**src/hw/rtl/vpcs_pkg.sv**
```systemverilog
// Package for the spindle-drive polling sequencer: beat types, event and
// function codes, sweep steps and register reset values. No dependencies.
package vpcs_pkg;

   // event codes carried in op
   localparam logic [2:0] OP_START     = 3'd0;
   localparam logic [2:0] OP_RESP_OK   = 3'd1;
   localparam logic [2:0] OP_RESP_FAIL = 3'd2;
   localparam logic [2:0] OP_SET_POWER = 3'd3;
   localparam logic [2:0] OP_SHUTDOWN  = 3'd4;

   // link function codes
   localparam logic [7:0] FUNC_PARAM_READ = 8'd1;
   localparam logic [7:0] FUNC_CTRL_WRITE = 8'd3;
   localparam logic [7:0] FUNC_CTRL_READ  = 8'd4;
   localparam logic [7:0] FUNC_FREQ_WRITE = 8'd5;

   // control words for the direction write
   localparam logic [7:0] CTL_STOP    = 8'd8;
   localparam logic [7:0] CTL_RUN_FWD = 8'd3;
   localparam logic [7:0] CTL_RUN_REV = 8'd17;

   // status addresses for control reads
   localparam logic [7:0] STAT_FREQ    = 8'd1;
   localparam logic [7:0] STAT_CURRENT = 8'd2;
   localparam logic [7:0] STAT_RPM     = 8'd3;
   localparam logic [7:0] STAT_TEMP    = 8'd7;

   // update selectors
   localparam logic [2:0] UPD_MAX_FREQ  = 3'd0;
   localparam logic [2:0] UPD_MIN_FREQ  = 3'd1;
   localparam logic [2:0] UPD_RPM_RATED = 3'd2;
   localparam logic [2:0] UPD_FREQ      = 3'd3;
   localparam logic [2:0] UPD_CURRENT   = 3'd4;
   localparam logic [2:0] UPD_RPM       = 3'd5;
   localparam logic [2:0] UPD_TEMP      = 3'd6;
   localparam logic [2:0] UPD_STATUS    = 3'd7;

   // sweep positions
   localparam logic [3:0] STEP_DIR_WRITE = 4'd0;
   localparam logic [3:0] STEP_MAX_READ  = 4'd1;
   localparam logic [3:0] STEP_MIN_READ  = 4'd2;
   localparam logic [3:0] STEP_RPM_READ  = 4'd3;
   localparam logic [3:0] STEP_FREQ_WR   = 4'd4;
   localparam logic [3:0] STEP_POLL_FREQ = 4'd5;
   localparam logic [3:0] STEP_POLL_CUR  = 4'd6;
   localparam logic [3:0] STEP_POLL_RPM  = 4'd7;
   localparam logic [3:0] STEP_POLL_TEMP = 4'd8;
   localparam logic [3:0] STEP_END       = 4'd9;

   // configuration register indexes and reset values
   localparam logic [1:0] CSR_MAX_ADDR = 2'd0;
   localparam logic [1:0] CSR_MIN_ADDR = 2'd1;
   localparam logic [1:0] CSR_RPM_ADDR = 2'd2;

   localparam logic [7:0] MAX_ADDR_RESET = 8'd5;
   localparam logic [7:0] MIN_ADDR_RESET = 8'd11;
   localparam logic [7:0] RPM_ADDR_RESET = 8'd144;

   typedef struct packed {
      logic [2:0]         op;
      logic               estop;
      logic signed [15:0] power;
      logic [7:0]         resp_func;
      logic [7:0]         resp_count;
      logic [7:0]         resp_len_byte;
      logic [7:0]         resp_first;
      logic [7:0]         resp_word_hi;
      logic [7:0]         resp_word_lo;
   } req_beat_type;

   typedef struct packed {
      logic        cmd_valid;
      logic [7:0]  cmd_func;
      logic [7:0]  cmd_byte0;
      logic [7:0]  cmd_byte1;
      logic [7:0]  cmd_byte2;
      logic [1:0]  cmd_nbytes;
      logic [2:0]  resp_expect;
      logic        deinit_done;
      logic        upd_valid;
      logic [2:0]  upd_which;
      logic [15:0] upd_value;
   } rsp_beat_type;

endpackage

```
**src/hw/rtl/vpcs_req_if.sv**
```systemverilog
// Event channel of the polling sequencer: valid, ready and one event beat.
// Depends on nothing.
interface vpcs_req_if;
   logic               valid;
   logic               ready;
   logic [2:0]         op;
   logic               estop;
   logic signed [15:0] power;
   logic [7:0]         resp_func;
   logic [7:0]         resp_count;
   logic [7:0]         resp_len_byte;
   logic [7:0]         resp_first;
   logic [7:0]         resp_word_hi;
   logic [7:0]         resp_word_lo;

   modport source (
      output valid, op, estop, power, resp_func, resp_count, resp_len_byte,
             resp_first, resp_word_hi, resp_word_lo,
      input  ready
   );
   modport sink (
      input  valid, op, estop, power, resp_func, resp_count, resp_len_byte,
             resp_first, resp_word_hi, resp_word_lo,
      output ready
   );
endinterface

```
**src/hw/rtl/vpcs_rsp_if.sv**
```systemverilog
// Result channel of the polling sequencer: valid, ready, command frame,
// shutdown flag and value update. Depends on nothing.
interface vpcs_rsp_if;
   logic        valid;
   logic        ready;
   logic        cmd_valid;
   logic [7:0]  cmd_func;
   logic [7:0]  cmd_byte0;
   logic [7:0]  cmd_byte1;
   logic [7:0]  cmd_byte2;
   logic [1:0]  cmd_nbytes;
   logic [2:0]  resp_expect;
   logic        deinit_done;
   logic        upd_valid;
   logic [2:0]  upd_which;
   logic [15:0] upd_value;

   modport source (
      output valid, cmd_valid, cmd_func, cmd_byte0, cmd_byte1, cmd_byte2,
             cmd_nbytes, resp_expect, deinit_done, upd_valid, upd_which,
             upd_value,
      input  ready
   );
   modport sink (
      input  valid, cmd_valid, cmd_func, cmd_byte0, cmd_byte1, cmd_byte2,
             cmd_nbytes, resp_expect, deinit_done, upd_valid, upd_which,
             upd_value,
      output ready
   );
endinterface

```
**src/hw/rtl/vfd_poll_command_sequencer.sv**
```systemverilog
// Spindle-drive polling sequencer, top level.
// Depends on vpcs_pkg, vpcs_req_if and vpcs_rsp_if.
//
//   channel     dir   handshake                 beat
//   req_chan    in    valid/ready               one event (op, estop, power, response)
//   rsp_chan    out   valid/ready               command frame, deinit flag, update
//   csr_*       in    csr_wr_en, no wait        register index and 8-bit value
//
// Each event is held in the input register, then its result in the result
// register. The step decode and the 17x16 frequency multiply sit between those
// two registers, so one event is accepted per cycle unless a held result stalls it.
// Reset (synchronous) clears the sweep state and loads the default parameter
// numbers. A held result stalls only events that produce a result; set power,
// shutdown and dropped responses pass the input register regardless.
module vfd_poll_command_sequencer (
   input  logic       clock,
   input  logic       reset,
   vpcs_req_if.sink   req_chan,
   vpcs_rsp_if.source rsp_chan,
   input  logic       csr_wr_en,
   input  logic [1:0] csr_index,
   input  logic [7:0] csr_wr_data
);
   import vpcs_pkg::*;

   // configuration registers
   logic [7:0] max_addr_ff, min_addr_ff, rpm_addr_ff;

   // input stage
   logic         s1_valid_ff;
   req_beat_type s1_beat_ff;
   logic         s1_advance;

   // sweep state
   logic [3:0]  seq_step_ff, seq_step_in;
   logic        shutdown_req_ff, shutdown_req_in;
   logic        power_changed_ff, power_changed_in;
   logic        link_stopped_ff, link_stopped_in;
   logic [15:0] power_now_ff, power_now_in;
   logic [15:0] max_freq_ff, max_freq_in;

   // result stage
   logic         rsp_valid_ff, rsp_valid_in;
   rsp_beat_type rsp_beat_ff, rsp_beat_in;

   // event decode
   logic        has_result;
   logic        cmd_on;
   logic        count_ok;
   logic [3:0]  step_inc;
   logic [16:0] power_mag;
   logic [32:0] freq_prod;
   logic [15:0] freq_word;
   logic [15:0] resp_word;
   logic [7:0]  ctl_word;

   always_ff @(posedge clock) begin
      if (reset) begin
         max_addr_ff <= MAX_ADDR_RESET;
         min_addr_ff <= MIN_ADDR_RESET;
         rpm_addr_ff <= RPM_ADDR_RESET;
      end else if (csr_wr_en) begin
         case (csr_index)
            CSR_MAX_ADDR: max_addr_ff <= csr_wr_data;
            CSR_MIN_ADDR: min_addr_ff <= csr_wr_data;
            CSR_RPM_ADDR: rpm_addr_ff <= csr_wr_data;
            default: ;
         endcase
      end
   end

   // Advance the input beat when it yields nothing, or when the result slot
   // is free or being drained this cycle.
   assign s1_advance = s1_valid_ff & (~has_result | ~rsp_valid_ff | rsp_chan.ready);
   assign req_chan.ready = ~s1_valid_ff | s1_advance;

   always_ff @(posedge clock) begin
      if (reset) begin
         s1_valid_ff <= 1'b0;
      end else begin
         s1_valid_ff <= req_chan.valid | (s1_valid_ff & ~s1_advance);
      end
   end

   always_ff @(posedge clock) begin
      if (req_chan.valid && req_chan.ready) begin
         s1_beat_ff.op            <= req_chan.op;
         s1_beat_ff.estop         <= req_chan.estop;
         s1_beat_ff.power         <= req_chan.power;
         s1_beat_ff.resp_func     <= req_chan.resp_func;
         s1_beat_ff.resp_count    <= req_chan.resp_count;
         s1_beat_ff.resp_len_byte <= req_chan.resp_len_byte;
         s1_beat_ff.resp_first    <= req_chan.resp_first;
         s1_beat_ff.resp_word_hi  <= req_chan.resp_word_hi;
         s1_beat_ff.resp_word_lo  <= req_chan.resp_word_lo;
      end
   end

   assign count_ok  = {1'b0, s1_beat_ff.resp_count} == ({1'b0, s1_beat_ff.resp_len_byte} + 9'd1);
   assign resp_word = {s1_beat_ff.resp_word_hi, s1_beat_ff.resp_word_lo};
   assign step_inc  = seq_step_ff + 4'd1;

   // Event handling: next sweep state, whether a result beat goes out, and
   // whether it carries a command.
   always_comb begin
      seq_step_in      = seq_step_ff;
      shutdown_req_in  = shutdown_req_ff;
      power_changed_in = power_changed_ff;
      link_stopped_in  = link_stopped_ff;
      power_now_in     = power_now_ff;
      max_freq_in      = max_freq_ff;
      has_result       = 1'b0;
      cmd_on           = 1'b0;
      rsp_beat_in      = '0;

      case (s1_beat_ff.op)
         OP_START: begin
            seq_step_in      = STEP_DIR_WRITE;
            shutdown_req_in  = 1'b0;
            power_changed_in = 1'b0;
            link_stopped_in  = 1'b0;
            power_now_in     = '0;
            max_freq_in      = '0;
            has_result       = 1'b1;
            cmd_on           = 1'b1;
         end
         OP_RESP_OK: begin
            if (!link_stopped_ff) begin
               has_result = 1'b1;
               cmd_on     = 1'b1;
               if (count_ok) begin
                  case (s1_beat_ff.resp_func)
                     FUNC_PARAM_READ: begin
                        // max wins over min, min over rated on equal numbers
                        if (s1_beat_ff.resp_first == max_addr_ff) begin
                           max_freq_in           = resp_word;
                           rsp_beat_in.upd_valid = 1'b1;
                           rsp_beat_in.upd_which = UPD_MAX_FREQ;
                           rsp_beat_in.upd_value = resp_word;
                        end else if (s1_beat_ff.resp_first == min_addr_ff) begin
                           rsp_beat_in.upd_valid = 1'b1;
                           rsp_beat_in.upd_which = UPD_MIN_FREQ;
                           rsp_beat_in.upd_value = resp_word;
                        end else if (s1_beat_ff.resp_first == rpm_addr_ff) begin
                           rsp_beat_in.upd_valid = 1'b1;
                           rsp_beat_in.upd_which = UPD_RPM_RATED;
                           rsp_beat_in.upd_value = resp_word;
                        end
                     end
                     FUNC_CTRL_WRITE: begin
                        rsp_beat_in.upd_valid = 1'b1;
                        rsp_beat_in.upd_which = UPD_STATUS;
                        rsp_beat_in.upd_value = {8'd0, s1_beat_ff.resp_first};
                     end
                     FUNC_CTRL_READ: begin
                        case (s1_beat_ff.resp_first)
                           STAT_FREQ: begin
                              rsp_beat_in.upd_valid = 1'b1;
                              rsp_beat_in.upd_which = UPD_FREQ;
                           end
                           STAT_CURRENT: begin
                              rsp_beat_in.upd_valid = 1'b1;
                              rsp_beat_in.upd_which = UPD_CURRENT;
                           end
                           STAT_RPM: begin
                              rsp_beat_in.upd_valid = 1'b1;
                              rsp_beat_in.upd_which = UPD_RPM;
                           end
                           STAT_TEMP: begin
                              rsp_beat_in.upd_valid = 1'b1;
                              rsp_beat_in.upd_which = UPD_TEMP;
                           end
                           default: ;
                        endcase
                        if (rsp_beat_in.upd_valid) rsp_beat_in.upd_value = resp_word;
                     end
                     default: ;
                  endcase

                  if (s1_beat_ff.resp_func == FUNC_CTRL_WRITE &&
                      (shutdown_req_ff || s1_beat_ff.estop)) begin
                     // stop acknowledged: drop the link
                     link_stopped_in         = 1'b1;
                     rsp_beat_in.deinit_done = 1'b1;
                     cmd_on                  = 1'b0;
                  end else if (step_inc == STEP_END) begin
                     // sweep done: full sweep if anything changed, else poll only
                     seq_step_in = (shutdown_req_ff || power_changed_ff) ?
                                   STEP_DIR_WRITE : STEP_POLL_FREQ;
                     power_changed_in = 1'b0;
                  end else begin
                     seq_step_in = step_inc;
                  end
               end
            end
         end
         OP_RESP_FAIL: begin
            if (!link_stopped_ff) begin
               has_result = 1'b1;
               if (shutdown_req_ff || s1_beat_ff.estop) begin
                  link_stopped_in         = 1'b1;
                  rsp_beat_in.deinit_done = 1'b1;
               end else begin
                  seq_step_in = STEP_DIR_WRITE;
                  cmd_on      = 1'b1;
               end
            end
         end
         OP_SET_POWER: begin
            if (s1_beat_ff.power != power_now_ff && !shutdown_req_ff) begin
               power_now_in     = s1_beat_ff.power;
               power_changed_in = 1'b1;
            end
         end
         OP_SHUTDOWN: begin
            shutdown_req_in = 1'b1;
         end
         default: ;
      endcase

      if (!cmd_on) rsp_beat_in.cmd_valid = 1'b0;
      else begin
         rsp_beat_in.cmd_valid   = 1'b1;
         rsp_beat_in.cmd_byte0   = 8'd1;
         rsp_beat_in.cmd_nbytes  = 2'd2;
         rsp_beat_in.resp_expect = 3'd4;
         case (seq_step_in)
            STEP_DIR_WRITE: begin
               rsp_beat_in.cmd_func    = FUNC_CTRL_WRITE;
               rsp_beat_in.cmd_byte1   = ctl_word;
               rsp_beat_in.resp_expect = 3'd2;
            end
            STEP_MAX_READ: begin
               rsp_beat_in.cmd_func  = FUNC_PARAM_READ;
               rsp_beat_in.cmd_byte1 = max_addr_ff;
            end
            STEP_MIN_READ: begin
               rsp_beat_in.cmd_func  = FUNC_PARAM_READ;
               rsp_beat_in.cmd_byte1 = min_addr_ff;
            end
            STEP_RPM_READ: begin
               rsp_beat_in.cmd_func  = FUNC_PARAM_READ;
               rsp_beat_in.cmd_byte1 = rpm_addr_ff;
            end
            STEP_FREQ_WR: begin
               rsp_beat_in.cmd_func    = FUNC_FREQ_WRITE;
               rsp_beat_in.cmd_byte0   = 8'd2;
               rsp_beat_in.cmd_byte1   = freq_word[15:8];
               rsp_beat_in.cmd_byte2   = freq_word[7:0];
               rsp_beat_in.cmd_nbytes  = 2'd3;
               rsp_beat_in.resp_expect = 3'd3;
            end
            STEP_POLL_FREQ: begin
               rsp_beat_in.cmd_func  = FUNC_CTRL_READ;
               rsp_beat_in.cmd_byte1 = STAT_FREQ;
            end
            STEP_POLL_CUR: begin
               rsp_beat_in.cmd_func  = FUNC_CTRL_READ;
               rsp_beat_in.cmd_byte1 = STAT_CURRENT;
            end
            STEP_POLL_RPM: begin
               rsp_beat_in.cmd_func  = FUNC_CTRL_READ;
               rsp_beat_in.cmd_byte1 = STAT_RPM;
            end
            STEP_POLL_TEMP: begin
               rsp_beat_in.cmd_func  = FUNC_CTRL_READ;
               rsp_beat_in.cmd_byte1 = STAT_TEMP;
            end
            default: begin
               // off the sweep: no frame at all
               rsp_beat_in.cmd_valid   = 1'b0;
               rsp_beat_in.cmd_byte0   = 8'd0;
               rsp_beat_in.cmd_nbytes  = 2'd0;
               rsp_beat_in.resp_expect = 3'd0;
            end
         endcase
      end
   end

   // Direction word: run only with power set, no stop pending.
   always_comb begin
      ctl_word = CTL_STOP;
      if (!shutdown_req_in && !s1_beat_ff.estop) begin
         if (power_now_in[15]) ctl_word = CTL_RUN_REV;
         else if (power_now_in != 16'd0) ctl_word = CTL_RUN_FWD;
      end
   end

   // Frequency: |power| (Q1.15) times max frequency, drop the fraction.
   assign power_mag = power_now_in[15] ? (17'h10000 - {1'b0, power_now_in})
                                       : {1'b0, power_now_in};
   assign freq_prod = power_mag * {17'd0, max_freq_in};
   assign freq_word = freq_prod[30:15];

   always_ff @(posedge clock) begin
      if (reset) begin
         seq_step_ff      <= STEP_DIR_WRITE;
         shutdown_req_ff  <= 1'b0;
         power_changed_ff <= 1'b0;
         link_stopped_ff  <= 1'b0;
         power_now_ff     <= '0;
         max_freq_ff      <= '0;
      end else if (s1_advance) begin
         seq_step_ff      <= seq_step_in;
         shutdown_req_ff  <= shutdown_req_in;
         power_changed_ff <= power_changed_in;
         link_stopped_ff  <= link_stopped_in;
         power_now_ff     <= power_now_in;
         max_freq_ff      <= max_freq_in;
      end
   end

   // Result register: load on a producing beat, hold until taken.
   assign rsp_valid_in = (s1_advance & has_result) | (rsp_valid_ff & ~rsp_chan.ready);

   always_ff @(posedge clock) begin
      if (reset) begin
         rsp_valid_ff <= 1'b0;
      end else begin
         rsp_valid_ff <= rsp_valid_in;
      end
   end

   always_ff @(posedge clock) begin
      if (s1_advance && has_result) rsp_beat_ff <= rsp_beat_in;
   end

   assign rsp_chan.valid       = rsp_valid_ff;
   assign rsp_chan.cmd_valid   = rsp_beat_ff.cmd_valid;
   assign rsp_chan.cmd_func    = rsp_beat_ff.cmd_func;
   assign rsp_chan.cmd_byte0   = rsp_beat_ff.cmd_byte0;
   assign rsp_chan.cmd_byte1   = rsp_beat_ff.cmd_byte1;
   assign rsp_chan.cmd_byte2   = rsp_beat_ff.cmd_byte2;
   assign rsp_chan.cmd_nbytes  = rsp_beat_ff.cmd_nbytes;
   assign rsp_chan.resp_expect = rsp_beat_ff.resp_expect;
   assign rsp_chan.deinit_done = rsp_beat_ff.deinit_done;
   assign rsp_chan.upd_valid   = rsp_beat_ff.upd_valid;
   assign rsp_chan.upd_which   = rsp_beat_ff.upd_which;
   assign rsp_chan.upd_value   = rsp_beat_ff.upd_value;

endmodule

```
**src/flat_wrapper.sv**
```systemverilog
// flat-port wrapper written by rule: the top's interface ports become plain ports
module vfd_poll_command_sequencer_flat import vpcs_pkg::*;
  (clock, reset, csr_wr_en, csr_index, csr_wr_data, req_chan_valid, req_chan_op, req_chan_estop, req_chan_power, req_chan_resp_func, req_chan_resp_count, req_chan_resp_len_byte, req_chan_resp_first, req_chan_resp_word_hi, req_chan_resp_word_lo, req_chan_ready, rsp_chan_valid, rsp_chan_cmd_valid, rsp_chan_cmd_func, rsp_chan_cmd_byte0, rsp_chan_cmd_byte1, rsp_chan_cmd_byte2, rsp_chan_cmd_nbytes, rsp_chan_resp_expect, rsp_chan_deinit_done, rsp_chan_upd_valid, rsp_chan_upd_which, rsp_chan_upd_value, rsp_chan_ready);
  vpcs_req_if req_chan_i ();
  vpcs_rsp_if rsp_chan_i ();
  input  logic clock;
  input  logic reset;
  input  logic csr_wr_en;
  input  logic [1:0] csr_index;
  input  logic [7:0] csr_wr_data;
  input wire logic [$bits(req_chan_i.valid)-1:0] req_chan_valid;
  input wire logic [$bits(req_chan_i.op)-1:0] req_chan_op;
  input wire logic [$bits(req_chan_i.estop)-1:0] req_chan_estop;
  input wire logic [$bits(req_chan_i.power)-1:0] req_chan_power;
  input wire logic [$bits(req_chan_i.resp_func)-1:0] req_chan_resp_func;
  input wire logic [$bits(req_chan_i.resp_count)-1:0] req_chan_resp_count;
  input wire logic [$bits(req_chan_i.resp_len_byte)-1:0] req_chan_resp_len_byte;
  input wire logic [$bits(req_chan_i.resp_first)-1:0] req_chan_resp_first;
  input wire logic [$bits(req_chan_i.resp_word_hi)-1:0] req_chan_resp_word_hi;
  input wire logic [$bits(req_chan_i.resp_word_lo)-1:0] req_chan_resp_word_lo;
  output wire logic [$bits(req_chan_i.ready)-1:0] req_chan_ready;
  output wire logic [$bits(rsp_chan_i.valid)-1:0] rsp_chan_valid;
  output wire logic [$bits(rsp_chan_i.cmd_valid)-1:0] rsp_chan_cmd_valid;
  output wire logic [$bits(rsp_chan_i.cmd_func)-1:0] rsp_chan_cmd_func;
  output wire logic [$bits(rsp_chan_i.cmd_byte0)-1:0] rsp_chan_cmd_byte0;
  output wire logic [$bits(rsp_chan_i.cmd_byte1)-1:0] rsp_chan_cmd_byte1;
  output wire logic [$bits(rsp_chan_i.cmd_byte2)-1:0] rsp_chan_cmd_byte2;
  output wire logic [$bits(rsp_chan_i.cmd_nbytes)-1:0] rsp_chan_cmd_nbytes;
  output wire logic [$bits(rsp_chan_i.resp_expect)-1:0] rsp_chan_resp_expect;
  output wire logic [$bits(rsp_chan_i.deinit_done)-1:0] rsp_chan_deinit_done;
  output wire logic [$bits(rsp_chan_i.upd_valid)-1:0] rsp_chan_upd_valid;
  output wire logic [$bits(rsp_chan_i.upd_which)-1:0] rsp_chan_upd_which;
  output wire logic [$bits(rsp_chan_i.upd_value)-1:0] rsp_chan_upd_value;
  input wire logic [$bits(rsp_chan_i.ready)-1:0] rsp_chan_ready;
  assign req_chan_i.valid = req_chan_valid;
  assign req_chan_i.op = req_chan_op;
  assign req_chan_i.estop = req_chan_estop;
  assign req_chan_i.power = req_chan_power;
  assign req_chan_i.resp_func = req_chan_resp_func;
  assign req_chan_i.resp_count = req_chan_resp_count;
  assign req_chan_i.resp_len_byte = req_chan_resp_len_byte;
  assign req_chan_i.resp_first = req_chan_resp_first;
  assign req_chan_i.resp_word_hi = req_chan_resp_word_hi;
  assign req_chan_i.resp_word_lo = req_chan_resp_word_lo;
  assign req_chan_ready = req_chan_i.ready;
  assign rsp_chan_valid = rsp_chan_i.valid;
  assign rsp_chan_cmd_valid = rsp_chan_i.cmd_valid;
  assign rsp_chan_cmd_func = rsp_chan_i.cmd_func;
  assign rsp_chan_cmd_byte0 = rsp_chan_i.cmd_byte0;
  assign rsp_chan_cmd_byte1 = rsp_chan_i.cmd_byte1;
  assign rsp_chan_cmd_byte2 = rsp_chan_i.cmd_byte2;
  assign rsp_chan_cmd_nbytes = rsp_chan_i.cmd_nbytes;
  assign rsp_chan_resp_expect = rsp_chan_i.resp_expect;
  assign rsp_chan_deinit_done = rsp_chan_i.deinit_done;
  assign rsp_chan_upd_valid = rsp_chan_i.upd_valid;
  assign rsp_chan_upd_which = rsp_chan_i.upd_which;
  assign rsp_chan_upd_value = rsp_chan_i.upd_value;
  assign rsp_chan_i.ready = rsp_chan_ready;
  vfd_poll_command_sequencer u_core (.clock(clock), .reset(reset), .req_chan(req_chan_i), .rsp_chan(rsp_chan_i), .csr_wr_en(csr_wr_en), .csr_index(csr_index), .csr_wr_data(csr_wr_data));
endmodule
```
**config.mk**
```make
export PLATFORM = sky130hd
export DESIGN_NAME = vfd_poll_command_sequencer_flat
export DESIGN_NICKNAME = d
export VERILOG_FILES = /design/src/hw/rtl/vpcs_pkg.sv /design/src/hw/rtl/vpcs_req_if.sv /design/src/hw/rtl/vpcs_rsp_if.sv /design/src/hw/rtl/vfd_poll_command_sequencer.sv /design/src/flat_wrapper.sv
export SDC_FILE = /design/constraint.sdc
export NUM_CORES = 1
export LEC_CHECK = 0
export ABC_AREA = 1
export BUFFER_PORTS_ARGS = -buffer_cell sky130_fd_sc_hd__buf_2
export CORE_AREA = 2 2 215 217
export DETAILED_ROUTE_END_ITERATION = 16
export DIE_AREA = 0 0 217 219
export PLACE_DENSITY = 0.61
export SLEW_MARGIN = 25
export SYNTH_ARGS = -nofsm -noshare
export SYNTH_HDL_FRONTEND = slang
export SYNTH_SLANG_ARGS = --single-unit
```
**constraint.sdc**
```tcl
create_clock -name clock -period 10.3 [get_ports clock]
set_input_delay 1.03 -clock clock [delete_from_list [all_inputs] [get_ports clock]]
set_output_delay 1.03 -clock clock [all_outputs]
set_load 0.02 [all_outputs]
```
==> key figures <==
Clocking
  – CTS tree: done
  – Num CTS Buffers: 17
  – Clk sinks: 180
  – Clk Latency, worst-skew pair: between 0.4 and 0.5 ns
  – H-Tree Depth: 4
  – Post-cts repair resize count: 0
  – Clk buf depth: 2
  – Post-CTS Hold Fix Bufs: 0
  – Post-CTS setup buffers: 0
  – Clk pin slew, worst setup/hold paths: roughly 0.070 ns
  – Clock root buffer: clkbuf_16

Drt
  – Highest metal used: met5
  – Vias: between 10000 and 15000
  – Routed met3 length: 2932 um
  – Post-route ant nets: 0
  – Post-Route WL: 50740 um
  – Met1 WL: around 21000 um
  – Vias/cell: 5.054
  – Iter 0 DRT Violations: ~870
  – Residual DRC count: 0
  – Pre-antenna DRT Iters: 5
  – DR WL/cell: roughly 17 um
  – Met2 wire len: roughly 24000 um

Pwr
  – Max VDD drop: 0.0001193 V
  – Power per cell area: 129.5 nW/um^2
  – Static leakage: 9.336 nW

Placement
  – Port bufs: 132
  – GPL Wtd Cong: 0.9373
  – Dpl hpwl: 41630 um

Timing
  – Actual slew at the worst max-slew pin: 0.9986 ns
  – Final setup TNS: 0 ns
  – Max Slew Vio Count: 0
  – Final Hold Fails: 0
  – Fin crit period: 9.212 ns
  – Final setup viols: 0
  – RSZ-0062 raised after global routing: no
  – Slew margin rel.: about a third
  – Skew final: around 0.022 ns
  – Achievable clock frequency: between 100 and 150 MHz
  – Period utilization: between 80% and 90%

Worst setup path
  – Buf/Inv on CP: 9
  – Worst setup path class: reg2reg
  – Critical Path Most Common Cell: inv_1
  – Max incr delay on CP: 0.59 ns
  – Crit-path leading delay family: adder cells
  – CP max stage cell: fa_1
  – Crit start category: flip-flop
  – CP Capture Type: flip-flop
  – WP data arrival: 9.41 ns
  – Required @ worst endpoint: 10.50 ns
  – Critical path peak fanout: 15

Floorplanning
  – Core area: 45090 sq um
  – Initial core utilization: roughly two fifths
  – Die height: 219 um
  – Chip width: ~220 um
  – Boundary Pins: 144
  – Die ar.: 47520 sq um
  – FP Rows: 78

Global routing
  – Tot GR Track Use: between 20% and 30%
  – First-pass GRT wire length: 82250 um
  – Initial antenna violation count: 5
  – Pin count of the biggest net entering global routing: 69
  – Vias in the first global route: 15530
  – GRT overflow: 0

Synth
  – Yosys cell types: about 60
  – Synth Cell Area: 17810 sq um
  – Synth warnings: 0
  – Yosys reg bits: 180
  – Yosys top cell area share: 23.15%
  – Syn Area/Cell: 8.068 sq um
  – Post-synthesis sequential area ratio: 26.69%
  – Top cells by area, synth: fa_1 23%, edfxtp_1 19%, inv_1 9.5%, nand2_1 8.7%, dfxtp_1 7.3%
  – Cell taking the most area after synthesis: fa_1
  – Cells after Synth: roughly 2200

Layout
  – Area grow syn2layout: 10.38%
  – Finished Core Util: between 40% and 50%
  – Most frequent cells in the layout: 448 x inv_1, 415 x nand2_1, 256 x nor2_1, 206 x fa_1, 133 x a21oi_1
  – Most common cell after layout, fill and taps aside: inv_1
  – Fillers: 4561
  – Area taken by multi-input logic gates: 11080 sq um
  – Area occupied by registers: between 4000 and 5000 sq um
  – Final nets: 2719
  – Share of cells above drive strength 1: 11.54%

Run status
  – Status: finished clean

Job
  – Number of max-cap violations: 0

Min path
  – Hold Crit Class: reg2reg
-- stage by stage --
stage	setup slack, ns	instance area, sq um	instances	hold WS (ns)	power, mW
2_1_floorplan	2.611	17900	2231	0.4339	1.627
3_3_place_gp	1.232	19120	2916	0.4873	1.929
3_5_place_dp	1.209	19120	2916	0.4974	1.939
4_1_cts	1.186	19660	2948	0.5076	2.566
5_1_grt	0.4697	19660	2948	0.5397	2.755
6_report	1.088	19660	2949	0.5076	2.545
-- flip-flops by register name (all words and copies together) (netlist names), 8 cells and up --
name / cells
u_core.rsp_chan.cmd_byte1: 8
u_core.rsp_chan.upd_value: 16
u_core.resp_word: 16
u_core.max_addr_ff: 8
u_core.rpm_addr_ff: 8
u_core.rsp_chan.cmd_byte2: 8
u_core.min_addr_ff: 8
u_core.power_now_ff: 16
u_core.s1_beat_ff: 52
u_core.max_freq_ff: 16
-- power breakdown --
part           switching [mW]  internal, mW  leakage, nW
clock network           0.300         0.323        0.269
registers              0.0297         0.806         1.59
logic                   0.728         0.358         7.47
-- synth_stat cells (all sizes together) --
cell type	n
a2111oi	2
a211oi	1
a21boi	1
a21o	3
a21oi	137
a221oi	1
a22oi	9
a31oi	8
and3b	1
buf	24
clkbuf	34
clkinv	10
conb	2
dfxtp	65
edfxtp	115
fa	206
ha	95
inv	466
nand2	445
nand3	74
nand3b	4
nand4	12
nor2	274
nor3	20
nor3b	2
nor4	5
o2111ai	2
o211ai	7
o21a	5
o21ai	117
o21bai	5
o22ai	7
o311ai	1
or2	18
or3	1
xnor2	16
xor2	13
-- worst reg2reg max path, delay by kind of cell, from the launching register on --
kind,cells,cell delay (ns)
compound gates,4,0.69
fa+ha+maj,8,3.66
simple gates,18,3.06
flops,1,0.50
buf+inv,9,1.07
-- kinds of logic after synthesis --
kind of cell | after synthesis | synth area share, %
AO/OA/AOI/OAI | 306 | 9.588
XOR/XNOR | 29 | 1.426
adder cells (fa/ha/maj) | 301 | 29.82
buffers and inverters | 534 | 11.65
flip-flops | 180 | 26.69
other | 2 | 0.04216
AND/OR/NAND/NOR | 856 | 20.78
-- layout make-up --
class	count	area share, %
multi-input cells	1517	56.36
flip-flops and latches	180	24.18
inverters	476	9.112
well taps	600	3.818
repair buffers	143	3.780
clock buffers	21	2.342
clock inverters	11	0.3945
diodes	1	0.01273
-- final timing paths --
path | from | end | slack, ns | depth (start not counted)
worst max-delay path | u_core.s1_beat_ff[67] | u_core.rsp_chan.cmd_byte1[5] | 1.09 | 39
worst min-delay path | u_core.max_addr_ff[6] | u_core.max_addr_ff[6] | 0.51 | 2
worst max register to register | u_core.s1_beat_ff[67] | u_core.rsp_chan.cmd_byte1[5] | 1.09 | 39
worst min register to register | u_core.max_addr_ff[6] | u_core.max_addr_ff[6] | 0.51 | 2
-- routing by layer --
metal / up-vias / GRT usage, %
met4: 8 / 12.10
met3: 119 / 4.213
met5: - / 0
met2: 470 / 38.00
li1: 7071 / -
met1: 7237 / 27.41
Note: power is estimated with default switching activity, not from simulation.
